[src/rtl/gtp_pkg.sv]
// ---------------------------------------------------------------------------
// gtp_pkg - go-to-point controller shared types and constants
// widths of the cordic and square-root datapath, the arctangent table and
// the record that moves from cell to cell
// ---------------------------------------------------------------------------
package gtp_pkg;

   // cordic datapath
   localparam int CW         = 35;        // x and y, signed, scaled by 2^16
   localparam int ZW         = 28;        // angle in 2^-24 rad, signed
   localparam int ATAN_DEPTH = 24;
   localparam logic signed [ZW-1:0] HALF_PI = 28'sd26353589;

   // integer square root of gain^2 * dist^2
   localparam int RAD_W    = 54;
   localparam int SQ_STEPS = RAD_W / 2;
   localparam int ROOT_W   = SQ_STEPS;
   localparam int REM_W    = ROOT_W + 2;

   // distance test: 100 * d2 > 2^20 is d2 > 10485
   localparam logic [29:0] NEAR_D2   = 30'd10485;
   localparam logic [16:0] TURN_MIN  = 17'd820;
   localparam logic [ZW-1:0] Z_ROUND = ZW'(2048);

   // register indexes of the write port
   typedef enum logic [1:0] {
      REG_GOAL_X      = 2'd0,
      REG_GOAL_Y      = 2'd1,
      REG_SPEED_GAIN  = 2'd2,
      REG_SPEED_LIMIT = 2'd3
   } reg_idx_type;

   typedef struct packed {
      logic                     valid;
      logic                     far;
      logic signed [14:0]       hd;
      logic signed [CW-1:0]     x;
      logic signed [CW-1:0]     y;
      logic signed [ZW-1:0]     z;
      logic [REM_W-1:0]         rem;
      logic [ROOT_W-1:0]        root;
      logic [RAD_W-1:0]         rad;
   } cell_type;

   function automatic logic signed [ZW-1:0] atan_val(input int i);
      logic signed [ZW-1:0] v;
      unique case (i)
         0:  v = 28'sd13176795;
         1:  v = 28'sd7778716;
         2:  v = 28'sd4110060;
         3:  v = 28'sd2086331;
         4:  v = 28'sd1047214;
         5:  v = 28'sd524117;
         6:  v = 28'sd262123;
         7:  v = 28'sd131069;
         8:  v = 28'sd65536;
         9:  v = 28'sd32768;
         10: v = 28'sd16384;
         11: v = 28'sd8192;
         12: v = 28'sd4096;
         13: v = 28'sd2048;
         14: v = 28'sd1024;
         15: v = 28'sd512;
         16: v = 28'sd256;
         17: v = 28'sd128;
         18: v = 28'sd64;
         19: v = 28'sd32;
         20: v = 28'sd16;
         21: v = 28'sd8;
         22: v = 28'sd4;
         23: v = 28'sd2;
         default: v = '0;
      endcase
      return v;
   endfunction

endpackage

[src/rtl/gtp_cell.sv]
// ---------------------------------------------------------------------------
// gtp_cell - one cell of the steering pipeline
// at most one cordic vectoring rotation and one square-root digit per cell
// ---------------------------------------------------------------------------
module gtp_cell #(
   parameter int IDX           = 0,
   parameter int CORDIC_STAGES = 16
) (
   input  logic              clock,
   input  logic              reset,
   input  gtp_pkg::cell_type up_data,
   output logic              up_ready,
   output gtp_pkg::cell_type dn_data,
   input  logic              dn_ready
);
   import gtp_pkg::*;

   cell_type             data_ff;
   cell_type             data_in;
   logic signed [CW-1:0] x_nx, y_nx;
   logic signed [ZW-1:0] z_nx;
   logic [REM_W-1:0]     rem_nx;
   logic [ROOT_W-1:0]    root_nx;

   assign up_ready = !data_ff.valid || dn_ready;
   assign dn_data  = data_ff;

   generate
      if (IDX < CORDIC_STAGES && IDX < ATAN_DEPTH) begin : g_rot
         logic signed [CW-1:0] xi, yi, xs, ys;
         always_comb begin
            xi = up_data.x;
            yi = up_data.y;
            xs = xi >>> IDX;
            ys = yi >>> IDX;
            if (yi > 0) begin
               x_nx = xi + ys;
               y_nx = yi - xs;
               z_nx = up_data.z + atan_val(IDX);
            end else begin
               x_nx = xi - ys;
               y_nx = yi + xs;
               z_nx = up_data.z - atan_val(IDX);
            end
         end
      end else begin : g_rot_pass
         assign x_nx = up_data.x;
         assign y_nx = up_data.y;
         assign z_nx = up_data.z;
      end

      if (IDX < SQ_STEPS) begin : g_sqrt
         localparam int SEL = 2 * (SQ_STEPS - 1 - IDX);
         logic [REM_W+1:0] rem_sh, trial;
         always_comb begin
            rem_sh = {up_data.rem, up_data.rad[SEL +: 2]};
            trial  = (REM_W+2)'({up_data.root, 2'b01});
            if (rem_sh >= trial) begin
               rem_nx  = REM_W'(rem_sh - trial);
               root_nx = {up_data.root[ROOT_W-2:0], 1'b1};
            end else begin
               rem_nx  = REM_W'(rem_sh);
               root_nx = {up_data.root[ROOT_W-2:0], 1'b0};
            end
         end
      end else begin : g_sqrt_pass
         assign rem_nx  = up_data.rem;
         assign root_nx = up_data.root;
      end
   endgenerate

   always_comb begin
      data_in      = up_data;
      data_in.x    = x_nx;
      data_in.y    = y_nx;
      data_in.z    = z_nx;
      data_in.rem  = rem_nx;
      data_in.root = root_nx;
   end

   always_ff @(posedge clock) begin
      if (reset) begin
         data_ff.valid <= 1'b0;
      end else if (up_ready) begin
         data_ff <= data_in;
      end
   end

endmodule

[config.mk]
export PLATFORM = sky130hd
export DESIGN_NAME = gtp_cell
export DESIGN_NICKNAME = d
export VERILOG_FILES = /design/src/rtl/gtp_pkg.sv /design/src/rtl/gtp_cell.sv
export SDC_FILE = /design/constraint.sdc
export NUM_CORES = 1
export LEC_CHECK = 0
export BUFFER_PORTS_ARGS = -buffer_cell sky130_fd_sc_hd__clkbuf_2
export CORE_ASPECT_RATIO = 1.5
export CORE_MARGIN = 2
export CORE_UTILIZATION = 30
export CTS_CLUSTER_SIZE = 24
export DETAILED_ROUTE_END_ITERATION = 10
export PLACE_DENSITY = 0.59
export SYNTH_ARGS = -nofsm -noshare
export SYNTH_HDL_FRONTEND = slang
export SYNTH_SLANG_ARGS = --single-unit
[constraint.sdc]
create_clock -name clock -period 24.3 [get_ports clock]
set_clock_uncertainty 0.2 [all_clocks]
set_input_delay 2.43 -clock clock [delete_from_list [all_inputs] [get_ports clock]]
set_output_delay 2.43 -clock clock [all_outputs]
set_load 0.02 [all_outputs]
# Yosys cells after proc, flatten, opt, wreduce, memory -nomap -nowiden
# Index checks and enable logic that the tools add are counted.
dict set report word_totals {
  ff_bits 225
  inputBits 228
  out_inout_bits 226
  word_cells 26
}
dict set report classes {
  addsub 6
  n_lt_le_gt_ge 2
  n_mux 5
  n_bitwise 1
  reduce_logical 3
}
# op count
set op_table {}
lappend op_table {{$mux W35} 2}
lappend op_table {{$sub A35 B35 Y35} 2}
lappend op_table {{$add A35 B35 Y35} 1}
lappend op_table {{$gt A35 B1 Y1 const B} 1}
lappend op_table {{$ge A31 B29 Y1} 1}
lappend op_table {{$mux W29} 1}
lappend op_table {{$sub A29 B29 Y29} 1}
lappend op_table {{$add A28 B25 Y28 const B} 1}
lappend op_table {{$mux W28} 1}
lappend op_table {{$sub A28 B25 Y28 const B} 1}
lappend op_table {{$reduce_and A2 Y1} 1}
lappend op_table {{$logic_not A1 Y1} 1}
lappend op_table {{$logic_or A1 B1 Y1} 1}
lappend op_table {{$mux W1} 1}
lappend op_table {{$not A1 Y1} 1}

# Depth between registers and ports, before layout
# Gate-level depths: netlist of the first run.
dict set report logic_depth {
  ltp_word 3
  depth_mapped 19
}

# Worst setup path after synthesis of the first run
# Ideal clock, no wire load.
dict set report synth_path {
  path_type {input to register}
  start {input dn_ready}
  end {register data_ff, in the netlist dn_data[0], enable pin}
  arrival_time_ns 11.744
  t_required_ns 23.290
  slack_ns 11.545
  stages 2
  n_path_buf 0
  cell_sequence {nor2b_1 -> nor2_1}
}
dict set report synth_between {
  elab_chain_len 2
}
# item line_no
set synth_lines {}
lappend synth_lines {{start, declared} gtp_cell.sv:14} ;# input logic dn_ready
lappend synth_lines {{$logic_or A1 B1 Y1} gtp_cell.sv:25} ;# assign up_ready = !data_ff.valid || dn_ready;
lappend synth_lines {{$reduce_and A2 Y1 (no line)} -}
lappend synth_lines {{end signal, assigned} gtp_cell.sv:85} ;# data_ff <= data_in;
lappend synth_lines {{end, declared} gtp_cell.sv:18} ;# cell_type data_ff;
# No other way between the ends.
# A chain may end at the register's enable or synchronous reset.

# Worst setup path in the final report of the first run
dict set report layout_path {
  start {input up_data[139] (netlist bit)}
  end {register data_ff, in the netlist dn_data[137], data pin}
}
dict set report layout_between {
  elab_chain_len 2
}
# item line_no
set layout_lines {}
lappend layout_lines {{start, declared} gtp_cell.sv:11} ;# input gtp_pkg::cell_type up_data,
lappend layout_lines {{$gt A35 B1 Y1} gtp_cell.sv:36} ;# if (yi > 0) begin
lappend layout_lines {{$mux W28} gtp_cell.sv:36}
lappend layout_lines {{via z_nx[27]} gtp_cell.sv:21} ;# logic signed [ZW-1:0] z_nx;
# The timed path passes the listed nets, and every way through them passes these cells.

==> results of run 1 <==
cell usage after synthesis, types with 18 or more instances:
library cell / n / area, sq um
inv_1: 161 / 604
mux2i_1: 18 / 180
xnor2_1: 104 / 911
o21bai_1: 29 / 218
nand4_1: 20 / 125
a21o_1: 36 / 270
a211oi_1: 33 / 248
nor2_1: 100 / 375
ha_1: 157 / 1960
nor4_1: 19 / 119
o21ai_0: 106 / 531
edfxtp_1: 223 / 6700
mux2_4: 26 / 390
a21oi_1: 179 / 896
nand2_1: 79 / 297
clkbuf_1: 32 / 120
nor3_1: 20 / 100
nor2b_1: 21 / 131
nand3_1: 27 / 135
cells by family after synthesis:
group	synth area share, %
compound gates	20.0
fa+ha+maj	12.7
buf+inv	5.21
simple gates	10.5
mux	3.55
flops	41.8
xor+xnor	6.32
through the flow:
| stage | hold WS, ns | instance area, sq um | utilization, % | cells |
|---|---|---|---|---|
| floorplan | 0.479 | 16100 | - | 1615 |
| global placement | 0.481 | 19000 | 36.0 | 2705 |
| detailed placement | 0.500 | 19000 | 36.0 | 2705 |
| CTS | 0.513 | 19800 | 37.4 | 2748 |
| global route | 0.541 | 19800 | 37.4 | 2750 |
| finish | 0.499 | 19800 | 37.4 | 2755 |
worst reg2reg max path: cells and delay by family, from the launching register on:
| family | cells | cell delay [ns] |
|---|---|---|
| and+or+nand+nor | 2 | 0.94 |
| DFF | 1 | 0.33 |
| buffers and inverters | 2 | 1.61 |
worst min path at each step:
stage                             from  depth (start not counted)  slack, ns           end
after floorplan           dn_data[224]                          3       0.48  dn_data[224]
after global placement    dn_data[224]                          3       0.48  dn_data[224]
after detailed placement  dn_data[224]                          3       0.50  dn_data[224]
after CTS                 dn_data[224]                          3       0.51  dn_data[224]
after global routing      dn_data[224]                          3       0.54  dn_data[224]
final                     dn_data[224]                          3       0.50  dn_data[224]
where the power goes:
part,total (W),switching (W),internal [W]
combinational,0.000407,0.000260,0.000147
sequential,0.000496,0.0000153,0.000481
clock,0.000347,0.000162,0.000185
total,0.00125,0.000438,0.000813
routing by layer:
| layer | part of all wire [%] | track usage [%] | up-vias |
|---|---|---|---|
| met1 | 33 | 21.7 | 6955 |
| li1 | - | - | 6782 |
| met4 | 5.9 | 11.8 | 18 |
| met5 | 0.19 | 0 | - |
| met2 | 52 | 41.6 | 732 |
| met3 | 8.8 | 5.41 | 164 |
cell type report:
cell class / count / share of cell area, %
clock inverters: 13 / 0.519
clock buffers: 30 / 3.15
repair buffers: 460 / 11.7
diodes: 7 / 0.0885
well taps: 682 / 4.31
flip-flops and latches: 224 / 34.0
multi-input cells: 1176 / 43.2
inverters: 163 / 3.09
==> metrics.md, run 1 <==
| Metric | Value |
|---|---|
| Status | `complete, no violations` |
| Start of the worst register-to-register path | `dn_data[224]` |
| Commonest non-fill, non-tap cells in the layout | `clkbuf_2 (453), edfxtp_1 (223), a21oi_1 (179)` |
| Ys flop type | `edfxtp_1` |
| Die width | `193 microns` |
| DRT iter0 DRCs | `between 800 and 900` |
| Routed len/inst | `roughly 23 microns` |
| Fillers | `5407` |
| Worst path slowest cell | `nor4_1` |
| Worst-path cell chain | `clkbuf_2, nor4_1, and4_1, nand4_1, nor4_1, or2_2, buf_4, inv_2, buf_4, ha_1, and4_4, and3_1, a211o_1, a2111oi_2, nor2_1, o41a_1, a211o_1, a21oi_2, xnor2_1` |
| Worst r2r path cells | `4` |
| Syn_nets | `2004` |
| Flip-flop and latch area | `6720 sq um` |
| PostCTS Resize Cnt | `0` |
| Antenna Nets Post-Route | `0` |
| Antenna violations before repair | `19` |
| Total grt overflow | `0` |
| Worst-Skew Late Latency | `0.54 ns` |
| Setup Total Neg Slack | `0 ns` |
| Synth unique cells | `75` |
| # DRC | `0` |
| Beginning of the critical path | `up_data[139]` |
| Final setup viols | `0` |
| Critical path data arrival time | `~7.6 ns` |
| EDFF count, synth | `223` |
| CTS Buf Count | `24` |
| Total track usage | `22.0%` |
| Required @ worst endpoint | `around 24 ns` |
| PortBufs | `453` |
| Worst path max stage delay | `approximately 0.56 ns` |
| Max clock buf depth | `3` |
| Max frequency | `between 100 and 150 MHz` |
| Chip height | `around 290 microns` |
| CTS tree | `yes` |
| Min Tclk post-route | `~7.5 ns` |
| Largest net degree at the start of global routing | `between 80 and 90` |
| Worst Tran Pin Value | `1.19 ns` |
| Final HPWL DP | `about 53 mm` |
| Max-cap violation count | `0` |
| Final period util | `a little under a third` |
| Area growth, synth to finish | `23.0%` |
| Asr flop ratio synth | `0%` |
| Post-synthesis cell area | `roughly 16000 sq um` |
| Slew Viols, Final | `0` |
| # rows | `103` |
| Die ar. | `approximately 56000 sq um` |
| Yosys warns | `0` |
| Worst hold path type | `register to register` |
| Fin nets | `2438` |
| Worst-path clk slew | `approximately 0.06 ns` |
| Crit path max fanout | `68` |
| CP Class | `input port to register` |
| Reg2Reg Capture Point | `dn_data[196]` |
| Max VDD drop | `between 0.00004 and 0.00005 V` |
| Crit-path leading delay family | `simple AND/OR/NAND/NOR gates` |
| Routed vias | `approximately 15000` |
| Worst setup EP type | `register` |
| Drt first pass iters | `5` |
| Worst setup endpoint | `dn_data[137]` |
| Commonest non-fill, non-tap cell in the layout | `clkbuf_2` |
| Setup Buffers After CTS | `0` |
| Root Buffer | `clkbuf_16` |
| Design Power | `~0.0013 W` |
| Multi-input combinational cell area | `8540 sq um` |
| Number of global-route vias before repair | `about 15000` |
| Global-route wire length before repair | `~90 mm` |
| Rel. slew slack | `roughly a fifth` |
| Final WL | `~64 mm` |
| Ports | `454` |
| Vias per cell | `between 5 and 6` |
| Share of cells above drive strength 1 | `between 20% and 30%` |
| Max FFs per register | `~220` |
| Critical path buffers and inverters | `4` |
| Hold_buf cts | `0` |
| Pwr Density | `between 60 and 70 nW/um^2` |
| Clk sink count | `224` |
| Mean Syn Cell Area | `9.96 sq um` |
| Sequential area share after synthesis | `about two fifths` |
| RD Place Congestion | `between 0.9 and 1` |
| Synthesized instance count | `around 1600` |
| Pre-CTS setup slack | `about 16 ns` |
| Seq cells post-synth | `about 220` |
| Core area | `approximately 53000 sq um` |
| R2R Setup Slk | `around 21 ns` |
| Count of final hold-check violations | `0` |
| Initial Util | `slightly above 30%` |
| Setup ws final | `around 17 ns` |
| Leakage | `a little under 9 nW` |
| Startpoint types | `input port` |
| Crit path depth | `19` |
| # H-tree levels | `1` |
| RSZ-0062 raised after global routing | `false` |
No activity file was read; power rests on OpenSTA's default activity.
==> inputs of run 2 (changes only) <==
==> constraint.sdc (replaced) <==
create_clock -name clock -period 7.6 [get_ports clock]
set_clock_uncertainty 0.2 [all_clocks]
set_input_delay 0.76 -clock clock [delete_from_list [all_inputs] [get_ports clock]]
set_output_delay 0.76 -clock clock [all_outputs]
set_load 0.02 [all_outputs]
==> run 2 against run 1 <==
  * Cell count down 0.11%
  * Clock-buffer cell count up 2
  * Via count down 2.9%
  * Die area unchanged
  * Routed wire length down 1.2%
  * Non-clock buffer count up 1
  * Global-route usage down 0.26 points
  * Sequential cell count unchanged
==> metrics.md, run 2 (synthesis results as in run 1) <==
| Metric | Value |
|---|---|
| Vias per cell | `5.17 (-2.8%)` |
| Number of global-route vias before repair | `14500 (-1.8%)` |
| CTS Buf Count | `23 (-4.2%)` |
| Drt first pass iters | `5 (unchanged)` |
| Worst-path clk slew | `0.06 ns (about the same)` |
| Global-route wire length before repair | `89.4 mm (-1.8%)` |
| Critical path data arrival time | `5.70 ns (-1.89 ns)` |
| Setup Buffers After CTS | `0 (unchanged)` |
| Total track usage | `21.8% (-0.26 points)` |
| CTS tree | `yes` |
| Leakage | `8.79 nW (+0.70%)` |
| Die width | `193 microns (unchanged)` |
| Total grt overflow | `0 (unchanged)` |
| Setup ws final | `1.99 ns (-14.82 ns)` |
| Ports | `454 (unchanged)` |
| Worst setup EP type | `register` |
| Slew Viols, Final | `0 (unchanged)` |
| Clk sink count | `224 (unchanged)` |
| Die ar. | `55500 sq um (unchanged)` |
| Hold depth | `1 (-2)` |
| Worst r2r path cells | `3 (-1)` |
| Routed len/inst | `22.9 microns (-1.1%)` |
| CP Class | `input port to register` |
| # H-tree levels | `1 (unchanged)` |
| Worst Tran Pin Value | `1.10 ns (-0.0879 ns)` |
| # DRC | `0 (unchanged)` |
| Max frequency | `roughly 180 MHz` |
| Register share of total power | `38.8% (-0.9 points)` |
| Switch share | `33.3% (-1.7 points)` |
| Antenna Nets Post-Route | `0 (unchanged)` |
| Commonest non-fill, non-tap cells in the layout | `clkbuf_2 (453), edfxtp_1 (223), a21oi_1 (179)` |
| Antenna violations before repair | `24 (+5)` |
| Commonest non-fill, non-tap cell in the layout | `clkbuf_2` |
| Initial Util | `30.4% (unchanged)` |
| Min Tclk post-route | `roughly 5.6 ns` |
| Largest net degree at the start of global routing | `148 (+78%)` |
| Crit path max fanout | `24 (-65%)` |
| Rel. slew slack | `25.7% (+5.1 points)` |
| Share of cells above drive strength 1 | `26.7% (about the same)` |
| Max clock buf depth | `3 (unchanged)` |
| Fin nets | `2438 (unchanged)` |
| PostCTS Resize Cnt | `0 (unchanged)` |
| Hold_buf cts | `0 (unchanged)` |
| Max FFs per register | `224 (unchanged)` |
| Cell area after layout | `19900 sq um (+0.45%)` |
| Area growth, synth to finish | `23.5%` |
| Worst hold path type | `input port to register` |
| Routed vias | `14200 (-2.9%)` |
| Max VDD drop | `0.000161 V (+230%)` |
| Required @ worst endpoint | `7.69 ns (-16.71 ns)` |
| Chip height | `288 microns (unchanged)` |
| Hold Slack | `0.195 ns (-0.304 ns)` |
| Switching Power | `0.00136 W (+210%)` |
| RD Place Congestion | `0.949 (+2.0%)` |
| Final HPWL DP | `52.7 mm (about the same)` |
| Final period util | `between 70% and 80%` |
| RSZ-0062 raised after global routing | `false` |
| DRT iter0 DRCs | `742 (-17%)` |
| Comb power frac | `31.4% (-1.1 points)` |
| Area after DPL | `19100 sq um (+0.11%)` |
| Root Buffer | `clkbuf_16` |
| Status | `complete, no violations` |
| Final WL | `63.0 mm (-1.2%)` |
| Clock power share | `29.8% (+2.0 points)` |
| Max-cap violation count | `0 (unchanged)` |
| Pre-CTS setup slack | `1.23 ns (-14.95 ns)` |
| PortBufs | `453 (unchanged)` |
| Pwr Density | `206 nW/um^2 (+230%)` |
| Core area | `52800 sq um (unchanged)` |
| # rows | `103 (unchanged)` |
| Design Power | `0.00410 W (+230%)` |
| Count of final hold-check violations | `0 (unchanged)` |
| Setup Total Neg Slack | `0 ns (unchanged)` |
| Startpoint types | `input port` |
| Final setup viols | `0 (unchanged)` |
| Worst-Skew Late Latency | `0.53 ns (about the same)` |
| Internal power | `0.00273 W (+240%)` |
==> run 2: final timing paths <==
path	endpoint	startpoint	slack [ns]
min reg2reg	dn_data[224]	dn_data[224]	0.45
max	dn_data[137]	up_data[139]	1.99
max reg2reg	dn_data[191]	dn_data[224]	5.40
min	dn_data[208]	up_data[208]	0.19
==> run 2: critical path, stage by stage <==
cell and delay (ns):
clkbuf_2 0.13, nor4_1 0.55, and4_1 0.35, nand4_1 0.13, nor4_1 0.22, or2_2 0.55
inv_2 0.32, ha_1 0.44, and4_4 0.22, and3_1 0.17, a211o_1 0.37, a2111oi_2 0.39
nor2_1 0.13, o41a_1 0.37, a211o_1 0.32, a21oi_2 0.15, xnor2_1 0.07
==> run 2: through the flow <==
stage	utilization [%]	instances
3_5_place_dp	36.1	2706
2_1_floorplan	-	1615
5_1_grt	37.6	2750
4_1_cts	37.6	2747
6_report	37.6	2752
3_3_place_gp	36.1	2706
==> run 2: layout make-up <==
type	instances	area, sq um
Fill cell	5367	33000
Sequential cell	224	6720
Clock inverter	9	160
Clock buffer	32	639
Inverter	163	612
Antenna cell	5	12.5
Multi-Input combinational cell	1176	8540
Timing Repair Buffer	461	2340
Tap cell	682	853
==> run 2: power by group through the flow <==
stage	Sequential [W]	Combinational, W	Clock (W)
finish	0.00159	0.00129	0.00122
global route	0.00160	0.00140	0.00131
CTS	0.00159	0.00129	0.00127
detailed placement	0.00162	0.00128	0
global placement	0.00162	0.00128	0
floorplan	0.00177	0.000676	0
==> run 2: layer usage <==
layer	GRT usage, %	part of all wire, %
met5	0	0.36
met4	8.41	4.2
met3	6.78	8.9
met2	42.5	53
met1	20.7	33
